File: config.mk
export PLATFORM = sky130hd
export DESIGN_NAME = bmrf_cnt
export DESIGN_NICKNAME = d
export VERILOG_FILES = /design/src/bmrf_pkg.sv /design/src/bmrf_cnt.sv
export SDC_FILE = /design/constraint.sdc
export NUM_CORES = 1
export LEC_CHECK = 0
export BUFFER_PORTS_ARGS = -buffer_cell sky130_fd_sc_hd__buf_2
export CAP_MARGIN = 40
export CORE_ASPECT_RATIO = 0.5
export CORE_MARGIN = 2
export CORE_UTILIZATION = 45
export CTS_CLUSTER_DIAMETER = 120
export DETAILED_ROUTE_END_ITERATION = 6
export GPL_ROUTABILITY_DRIVEN = 0
export PLACE_DENSITY_LB_ADDON = 0.25
export SLEW_MARGIN = 15
export SYNTH_ARGS = -nofsm -noshare
export SYNTH_HDL_FRONTEND = slang
export SYNTH_SLANG_ARGS = --single-unit
File: constraint.sdc
create_clock -name clk -period 9.04 [get_ports clk]
set_input_delay 1.356 -clock clk [delete_from_list [all_inputs] [get_ports clk]]
set_output_delay 1.356 -clock clk [all_outputs]
set_load 0.01 [all_outputs]
File: src/bmrf_pkg.sv
// ----------------------------------------------------------------------------
// bmrf_pkg
// Shared types and fixed widths of the bitmap rectangle fill counter.
// ----------------------------------------------------------------------------
package bmrf_pkg;

  localparam int COORD_W = 11;  // corner coordinate width
  localparam int CFG_W   = 11;  // grid_size register width
  localparam int CNT_W   = 21;  // white_count width

  typedef enum logic [3:0] {
    S_FILL,
    S_IDLE,
    S_PREP,
    S_SPLIT,
    S_PAINT,
    S_PDRAIN,
    S_COUNT,
    S_CDRAIN,
    S_DONE
  } state_t;

endpackage

File: src/bmrf_cnt.sv
// ----------------------------------------------------------------------------
// bmrf_cnt
// Two-stage population count and accumulator for the white-cell total.
// ----------------------------------------------------------------------------
module bmrf_cnt
  import bmrf_pkg::*;
#(
  parameter int WB = 64
) (
  input  logic             clk,
  input  logic             rst,
  input  logic             clr,
  input  logic             in_valid,
  input  logic [WB-1:0]    in_data,
  output logic [CNT_W-1:0] total
);

  localparam int PW = $clog2(WB + 1);

  logic [PW-1:0] pop_next;
  logic [PW-1:0] pop;
  logic          pop_valid;

  always_comb begin
    pop_next = '0;
    for (int i = 0; i < WB; i++) begin
      pop_next = pop_next + PW'(in_data[i]);
    end
  end

  always_ff @(posedge clk) begin
    if (rst || clr) begin
      pop_valid <= 1'b0;
      total     <= '0;
    end else begin
      pop_valid <= in_valid;
      if (pop_valid) begin
        total <= total + CNT_W'(pop);
      end
    end
  end

  always_ff @(posedge clk) begin
    pop <= pop_next;
  end

endmodule

Word-level counts from Yosys, hierarchy flattened

Cells that the tools add are included.

Register bits after elaboration: 29
Input port bits: 68
Logic and storage cells: 68

$add $sub $neg: 64
Reduce and logical (&&, ||, !) cells: 1

Operators with widths:

| kind                                     | count |
|---|---|
| 7-bit by 1-bit adder with 7-bit output   | 57 |
| 21-bit by 7-bit adder with 21-bit output | 1 |
| 6-bit by 1-bit adder with 7-bit output   | 1 |
| 5-bit by 1-bit adder with 6-bit output   | 1 |
| 4-bit by 1-bit adder with 5-bit output   | 1 |
| 3-bit by 1-bit adder with 4-bit output   | 1 |
| 2-bit by 1-bit adder with 3-bit output   | 1 |
| 1-bit by 1-bit adder with 2-bit output   | 1 |
| 1-bit logical OR                         | 1 |

Depth between registers and ports, before layout

Gate-level depths: netlist of the first run.

Depth in word-level cells: 63
Gate-level depth with buffers: 20
Mapped depth without buffers: 20

Worst setup path after synthesis of the first run

Ideal clock, no wire load.

Kind: input-to-reg
Start point: in in_data[35]
End point: reg pop[6]
Setup time: 0.117 ns
Arrival: 6.702 ns
Slack: 2.220 ns
Stages: 20
Path buffers: 0
Path through: inv_1 -> fa_1 -> inv_1 -> fa_1 -> fa_1 -> inv_1 -> fa_1 -> inv_1 -> fa_1 -> fa_1 -> fa_1 -> inv_1 -> fa_1 -> inv_1 -> fa_1 -> a21o_1 -> a21oi_1 -> nor2b_1 -> o21ai_0 -> nand2b_1

Cells in the longest elaborated chain, start to end: 29

Ends and longest elaborated chain:

| element                                              | RTL line       | RTL |
|---|---|---|
| from (decl)                                          | bmrf_cnt.sv:14 | `input logic [WB-1:0] in_data,` |
| 7-bit by 1-bit adder with 7-bit output (29 in a row) | bmrf_cnt.sv:27 | `pop_next = pop_next + PW'(in_data[i]);` |
| via pop_next[6]                                      | bmrf_cnt.sv:20 | `logic [PW-1:0] pop_next;` |
| to (signal assigned)                                 | bmrf_cnt.sv:44 | `pop <= pop_next;` |
| to (decl)                                            | bmrf_cnt.sv:21 | `logic [PW-1:0] pop;` |

The timed path passes the listed nets, and every way through them passes these cells.
A chain may end at the register's enable or synchronous reset.

Worst setup path in the final report of the first run

Same ends and word-level chain as after synthesis.

==> qor.yml, run 1 <==
tns_ps: 0
cts_tree: "done"
cts-root-buf: "clkbuf_16"
drt-initial-drc-count: 36
synth-seq-area-share_pct: 18.56
maxSlewViolCount: 0
die_x_um: 121.9
required_ps: 9200
dp_hpwl_um: 4648
core_um2: 6700
final_util_pct: 57.14
fin_crit_sh_pct: 74.54
clock.fmax_ghz: 0.1484
start_util_pct: 46.69
cts-buffers-inserted: 5
grt_pass1_wl_um: 9501
maxCapViolCount: 0
syn_inst: 326
fin_nets: 563
drive_above_1_share_pct: 25.30
setup_viol: 0
syn_nets: 471
route.detailed.drc: 0
worst-setup-path-type: "primary input to flip-flop"
fp.dieH_um: 62.96
firstDrtPassIters: 4
crit_fanout: 2
path_clk_slew_ps: 50
design_area_um2: 3829
holdCritPathClass: "flip-flop to flip-flop"
ys_types: 39
num_rows: 21
outcome: "complete, no violations"
antenna_found_initial: 0
cts_resized: 0
slew_headroom_pct: 65.61
cts.sinks: 29
timing.final.crit_period_ps: 6739
clk-insertion-delay-late_ps: 270
wire_per_inst_um: 10.44
grt_max_degree: 21
dieArea_um2: 7675
vias: 2269
yosys_warnings: 0
grt.total_usage_pct: 15.27
wl_um: 5334
cts_max_path_buffers: 2
synth_area_um2: 3128
vias_per_cell: 4.440
grt.overflow.total: 0
crit_arrival_ps: 6900
post-cts-setup-buffers: 0
areaGrowthSynthToFinish_pct: 22.40
tightest_slew_ps: 515.1
startpoint_type: "primary input"
hold_buffers: 0
grt_pass1_vias: 2261
portBuffers: 88
synth-seq-cells: 29
placed_area_um2: 3671
num_antenna_cells: 0
hold_viol: 0
postRouteAntennaNets: 0
clock_skew_ps: 5.473
htreeDepth: 2
end_kind: "flip-flop"
rsz0062_at_grt: "no"
ios: 89
num-fill-cells: 609
avgSynthCellArea_um2: 9.595
==> flip-flops by register name, indices dropped and copies added, names as in the netlist <==
| register | count |
|---|---|
| pop_valid | 1 |
| pop | 7 |
| total | 21 |
==> metrics by stage <==
stage	hold slack [ps]	instances	worst slack, ps
floorplan	498.4	326	2220
global placement	479.0	503	2045
detailed placement	476.3	503	1963
CTS	483.0	511	2246
global route	525.5	511	2044
finish	485.0	511	2301
==> placed cells by master (no fill, tap or decap), types with 2 or more instances in the layout <==
master / synthesis / routed
nor2_1: 20 / 20
nand2_1: 11 / 11
a31o_2: 2 / 2
nor3_1: 3 / 3
dfxtp_1: 29 / 29
buf_2: 1 / 88
nand3_1: 2 / 2
clkbuf_16: 0 / 5
o21ai_0: 4 / 4
xnor2_1: 13 / 13
inv_1: 103 / 103
and2_1: 2 / 2
or3_1: 3 / 3
a211oi_1: 7 / 7
mux2i_1: 6 / 6
clkbuf_8: 0 / 2
a31oi_1: 2 / 2
a21o_1: 4 / 4
ha_1: 22 / 22
nor2b_1: 4 / 4
o21a_1: 2 / 2
a21oi_1: 12 / 12
fa_1: 55 / 55
==> critical path: stages <==
cell      delay (ps)
buf_2             70
inv_1             40
fa_1             530
inv_1             50
fa_1             410
fa_1             540
inv_1             50
fa_1             530
inv_1             50
fa_1             510
fa_1             440
fa_1             540
inv_1             50
fa_1             520
inv_1             70
fa_1             460
a21o_1           190
a21oi_1          200
nor2b_1           70
o21ai_0          140
nand2b_1          70
==> synthesized netlist by cell type (all sizes together) <==
cell type | instances | share of area, %
a2111oi | 1 | 0.48
a211oi | 7 | 1.7
a21boi | 1 | 0.24
a21o | 4 | 0.96
a21oi | 13 | 2.2
a31o | 2 | 0.56
a31oi | 2 | 0.40
a32oi | 1 | 0.28
a41o | 1 | 0.32
and2 | 2 | 0.40
and4 | 1 | 0.28
buf | 1 | 0.16
clkbuf | 2 | 0.24
dfxtp | 29 | 19
fa | 55 | 35
ha | 22 | 8.8
inv | 103 | 12
mux2i | 6 | 1.9
nand2 | 11 | 1.3
nand2b | 1 | 0.20
nand3 | 2 | 0.32
nand4 | 2 | 0.60
nor2 | 20 | 2.4
nor2b | 4 | 0.80
nor3 | 4 | 1.0
o2111ai | 1 | 0.84
o211ai | 1 | 0.24
o21a | 3 | 0.96
o21ai | 4 | 0.64
o21bai | 1 | 0.24
o31ai | 1 | 0.68
or2 | 1 | 0.20
or3 | 3 | 0.60
xnor2 | 13 | 3.6
xor2 | 1 | 0.28
==> routing by layer <==
layer	routed length (µm)	vias up	global-route usage [%]	part of all wire, %
met1	2463	1051	20.29	46
met3	256	4	3.376	4.8
met4	40	0	3.736	0.75
met2	2575	47	25.49	48
met5	0	-	0	0
li1	-	1167	-	-
==> cell type report <==
type                    count  area, µm²  share of cell area (%)
clock buffers               7      152.6                   3.987
clock inverters             1      5.005                  0.1307
inverters                 103      386.6                   10.10
multi-input cells         191       2148                   56.11
flip-flops and latches     29      580.6                   15.16
well taps                  92      115.1                   3.007
repair buffers             88      440.4                   11.50
==> logic make-up (layout without fill, tap and decap cells) <==
group,after synthesis,in the layout,synth area share (%)
and+or+nand+nor,51,51,8.120
DFF,29,29,18.56
AOI/OAI and AO/OA,43,43,10.72
buffers and inverters,106,199,12.76
muxes,6,6,1.920
xor gates and xnor gates,14,14,3.920
adders and majority gates,77,77,44.00
==> final timing paths <==
path                from   endpoint  slack, ps  cells past startpoint
min            total[19]  total[19]        490                      2
max reg2reg     total[0]  total[18]       6700                      8
min reg2reg    total[19]  total[19]        490                      2
max          in_data[35]     pop[6]       2300                     21
Power of run 1 is left out: the tool's default activity adds up to more than one toggle a clock period on the data nets, which glitch-free logic cannot reach.
==> run 2, diff against run 1 <==
==> constraint.sdc (replaced) <==
create_clock -name clk -period 7.1 [get_ports clk]
set_input_delay 1.065 -clock clk [delete_from_list [all_inputs] [get_ports clk]]
set_output_delay 1.065 -clock clk [all_outputs]
set_load 0.01 [all_outputs]
==> run 2 against run 1 <==
Register-to-register slack got worse by 1900 ps. Cell count did not move. Routed wire length is 0.30% higher. Count of clock-buffer cells in the layout is the same. Hold slack got worse by 1.1 ps. Critical path depth stayed put. Critical path type unchanged.
==> qor.yml, run 2 (synthesis gave the netlist of run 1 again) <==
cts_resized: 0
fp.dieH_um: 62.96
die_x_um: 121.9
num_rows: 21
hold_buffers: 0
rsz0062_at_grt: "no"
dr.max_layer_used: "met4"
cp.buffers_inverters: 7
tightest_slew_ps: 512.2
rrSetupSlack_ps: 4790
drt-met1-wl_um: 2448
startpoint_type: "primary input"
maxSlewViolCount: 0
crit_fanout: 2
grt_pass1_vias: 2202
route.detailed.drc: 0
path_clk_slew_ps: 50
rr_startpoint: "total[0]"
hp-start: "total[19]"
required_ps: 7260
fin_crit_sh_pct: 90.91
wire_per_inst_um: 10.47
crit_start: "in_data[35]"
slew_headroom_pct: 65.81
final_cell_mix: "inv_1, buf_2, fa_1"
setup_viol: 0
ios: 89
whs_path_depth: 2
wl_met2_um: 2573
cp_top_family: "adder cells"
fin_nets: 563
post-cts-setup-buffers: 0
holdCritPathClass: "flip-flop to flip-flop"
cp_slowest_cell: "fa_1"
antenna_found_initial: 0
hold_viol: 0
htreeDepth: 2
start_util_pct: 46.69
clock.fmax_ghz: 0.1549
layout_commonest_cell: "inv_1"
clk-insertion-delay-late_ps: 270
largest_register_ffs: 21
crit_arrival_ps: 6610
cts.sinks: 29
outcome: "complete, no violations"
postRouteAntennaNets: 0
num_antenna_cells: 0
maxCapViolCount: 0
cts-buffers-inserted: 5
vias: 2258
worst-setup-path-type: "primary input to flip-flop"
core_um2: 6700
tns_ps: 0
firstDrtPassIters: 4
vias_per_cell: 4.419
timing.final.crit_period_ps: 6455
num-fill-cells: 621
r2r-end: "total[18]"
top_register: "total"
drt-initial-drc-count: 60
wl_um: 5350
wl_met3_um: 281
dp_hpwl_um: 4693
cts-root-buf: "clkbuf_16"
largestRegisters: "total x21, pop x7, pop_valid x1"
areaGrowthSynthToFinish_pct: 22.40
drive_above_1_share_pct: 25.30
cp_cell_sequence: "buf_2 -> inv_1 -> fa_1 -> inv_1 -> fa_1 -> fa_1 -> inv_1 -> fa_1 -> inv_1 -> fa_1 -> fa_1 -> fa_1 -> inv_1 -> fa_1 -> inv_1 -> fa_1 -> a21o_1 -> a21oi_1 -> nor2b_1 -> o21ai_0 -> nand2b_1"
grt_pass1_wl_um: 9280
grt_max_degree: 21
cts_tree: "done"
end_kind: "flip-flop"
holdPathEnd: "total[19]"
reg2reg_depth: 8
cts_max_path_buffers: 2
grt.total_usage_pct: 15.08
cp_common_cell: "fa_1"
cpPeakStageDelay_ps: 540
grt.overflow.total: 0
dieArea_um2: 7675
portBuffers: 88
clock_skew_ps: 4.535
[run 2: metal layers]
metal / vias up / track usage (%)
met5: - / 0
met4: 0 / 4.310
met3: 5 / 3.193
met2: 46 / 25.00
met1: 1036 / 20.03
li1: 1171 / -
[run 2: how the worst max path moves through the flow]
stage	to	cells after the start
final	pop[6]	21
after global routing	pop[6]	21
after CTS	pop[6]	21
after detailed placement	pop[6]	21
after global placement	pop[6]	21
after floorplan	pop[6]	20
[run 2: worst register-to-register path, cell delays in order, from the launching register on]
cell and delay, ps:
dfxtp_1 350, ha_1 210, inv_1 70, fa_1 380, nor2b_1 290, o31ai_4 140
a21oi_1 400, a31oi_1 150, a41o_1 210
[run 2: per-stage QoR]
stage	area (µm²)	cells	setup WS, ps	hold slack, ps	util (%)
6_report	3829	511	645.1	483.9	57.14
5_1_grt	3829	511	336.7	521.1	57.14
4_1_cts	3829	511	609.7	486.6	57.14
3_5_place_dp	3671	503	328.2	480.3	54.79
3_3_place_gp	3671	503	396.6	479.4	54.79
2_1_floorplan	3128	326	571.3	498.4	-
[run 2: area by class of cell]
cell class	count	area (µm²)	share of cell area [%]
clock buffers	7	152.6	3.987
flip-flops and latches	29	580.6	15.16
well taps	92	115.1	3.007
repair buffers	88	440.4	11.50
multi-input cells	191	2148	56.11
clock inverters	1	5.005	0.1307
inverters	103	386.6	10.10
Power of run 2 is left out for the same reason.
==> run 3, diff against run 2 <==
--- a/config.mk
+++ b/config.mk
@@ -5,6 +5,7 @@
 export SDC_FILE = /design/constraint.sdc
 export NUM_CORES = 1
 export LEC_CHECK = 0
+export ABC_AREA = 1
 export BUFFER_PORTS_ARGS = -buffer_cell sky130_fd_sc_hd__buf_2
 export CAP_MARGIN = 40
 export CORE_ASPECT_RATIO = 0.5
==> run 3 against run 2 <==
Global-route usage increased by 1.4 points. Non-clock buffer count unchanged. Final area up 4.4%. Clock skew is 1.1 ps lower. Register-to-register slack better by 320 ps. Sequential share of layout area is 0.65 points lower.
==> qor.yml, run 3 <==
outcome: "complete, no violations"
grt_max_degree: 25
rrSetupSlack_ps: 5110
synthAdderAreaFrac_pct: 41.46
setup_viol: 0
ios: 89
grt_pass1_wl_um: 10980
cp_top_family: "adder cells"
crit_arrival_ps: 6440
yosys.area.top_type: "fa_1"
synthArstFlopShare_pct: 0
crit_fanout: 2
synth-edff-count: 0
grt.total_usage_pct: 16.50
worst-setup-path-type: "primary input to flip-flop"
synthSimpleGateAreaFrac_pct: 19.79
holdCritPathClass: "flip-flop to flip-flop"
cts-root-buf: "clkbuf_16"
cp_slowest_cell: "fa_1"
htreeDepth: 2
largestRegisters: "total x21, pop x7, pop_valid x1"
whs_path_depth: 2
antenna_found_initial: 0
tns_ps: 0
cp.buffers_inverters: 7
slew_headroom_pct: 43.43
synthFlopType: "dfxtp_1"
r2r-end: "total[17]"
cts_tree: "done"
end_kind: "flip-flop"
grt_pass1_vias: 2650
synth_top_family_by_area: "adder cells"
timing.final.crit_period_ps: 6285
syn_inst: 425
netlist_top_cells_area: "fa_1, dfxtp_1, inv_1, ha_1, nand2_1"
reg2reg_depth: 6
num-fill-cells: 703
drive_above_1_share_pct: 19.81
wire_per_inst_um: 9.917
yosys_warnings: 0
hold_buffers: 0
clock_skew_ps: 3.429
rsz0062_at_grt: "no"
path_clk_slew_ps: 50
cp_common_cell: "fa_1"
synth-seq-area-share_pct: 17.49
route.detailed.drc: 0
largest_register_ffs: 21
cts.sinks: 29
final_cell_mix: "inv_1, buf_2, nand2_1"
cts-buffers-inserted: 5
vias_per_cell: 4.373
syn_nets: 570
tightest_slew_ps: 847.4
dp_hpwl_um: 5172
num_antenna_cells: 0
synth.mux.area_fraction_pct: 0
clock.fmax_ghz: 0.1591
cpPeakStageDelay_ps: 540
num_rows: 22
avgSynthCellArea_um2: 7.810
dieArea_um2: 8121
drt-initial-drc-count: 73
post-cts-setup-buffers: 0
maxCapViolCount: 0
areaGrowthSynthToFinish_pct: 20.47
portBuffers: 88
vias: 2672
layout_commonest_cell: "inv_1"
regArea_um2: 580.6
required_ps: 7260
hold_viol: 0
grt.overflow.total: 0
cp_cell_sequence: "buf_2 -> inv_1 -> fa_1 -> inv_1 -> fa_1 -> fa_1 -> inv_1 -> fa_1 -> inv_1 -> fa_1 -> fa_1 -> fa_1 -> inv_1 -> fa_1 -> inv_1 -> fa_1 -> a21oi_1 -> o21bai_1 -> a21oi_1 -> o21bai_1"
ys_types: 25
cts_resized: 0
maxSlewViolCount: 0
die_x_um: 125.5
post-synth-top-count-cell: "inv_1"
wl_um: 6059
fp.dieH_um: 64.73
synth_commonest_cells: "inv_1, nand2_1, fa_1"
rr_startpoint: "pop_valid"
firstDrtPassIters: 4
core_um2: 7239
synth_area_um2: 3319
holdPathEnd: "total[0]"
synth_top_area_share_pct: 33.17
synth_xor_area_share_pct: 1.583
fin_nets: 659
clk-insertion-delay-late_ps: 270
startpoint_type: "primary input"
multiInputGateArea_um2: 2182
hp-start: "total[0]"
postRouteAntennaNets: 0
synth-compound-area-share_pct: 2.902
synth-seq-cells: 29
fin_crit_sh_pct: 88.53
cts_max_path_buffers: 2
top_register: "total"
start_util_pct: 45.85
-- run 3: logic make-up (layout without fill, tap and decap cells) --
kind of cell / after synthesis / after routing
compound gates: 17 / 17
fa+ha+maj: 77 / 77
xor+xnor: 6 / 6
simple gates: 152 / 152
buf+inv: 144 / 234
flops: 29 / 29
-- run 3: metrics by stage --
stage / instances / util [%] / hold slack [ps] / area (µm²) / worst slack (ps)
6_report: 611 / 55.24 / 479.1 / 3999 / 814.6
2_1_floorplan: 425 / - / 501.0 / 3319 / 773.5
3_5_place_dp: 603 / 53.06 / 474.4 / 3841 / 492.6
5_1_grt: 611 / 55.24 / 516.3 / 3999 / 554.8
3_3_place_gp: 603 / 53.06 / 475.4 / 3841 / 552.9
4_1_cts: 611 / 55.24 / 481.1 / 3999 / 768.6
-- run 3: worst register-to-register path, delay by kind of cell, from the launching register on --
family	cells	cell delay, ps
buf+inv	1	330
simple gates	5	740
flops	1	870
-- run 3: layout make-up --
| cell class | count | area share (%) |
|---|---|---|
| Clock buffer | 7 | 3.817 |
| Inverter | 138 | 12.95 |
| Multi-Input combinational cell | 252 | 54.57 |
| Sequential cell | 29 | 14.52 |
| Clock inverter | 1 | 0.1252 |
| Timing Repair Buffer | 88 | 11.01 |
| Tap cell | 96 | 3.004 |
-- run 3: worst max-delay path by stage --
stage                            from  slack [ps]  endpoint  cells after the start
after floorplan           in_data[35]         770    pop[6]                     19
after global placement    in_data[35]         550    pop[6]                     20
after detailed placement  in_data[35]         490    pop[6]                     20
after CTS                 in_data[35]         770    pop[6]                     20
after global routing      in_data[35]         550    pop[6]                     20
final                     in_data[35]         810    pop[6]                     20
-- run 3: per-layer routing --
layer | share of wire [%] | vias to the layer above | global-route usage [%] | wire length, µm
met2 | 46 | 73 | 29.59 | 2781
met1 | 46 | 1192 | 20.22 | 2779
met5 | 0 | - | 0 | 0
met3 | 6.7 | 9 | 3.633 | 407
met4 | 1.5 | 0 | 4.861 | 89
li1 | - | 1398 | - | -
Power of run 3 is left out for the same reason.
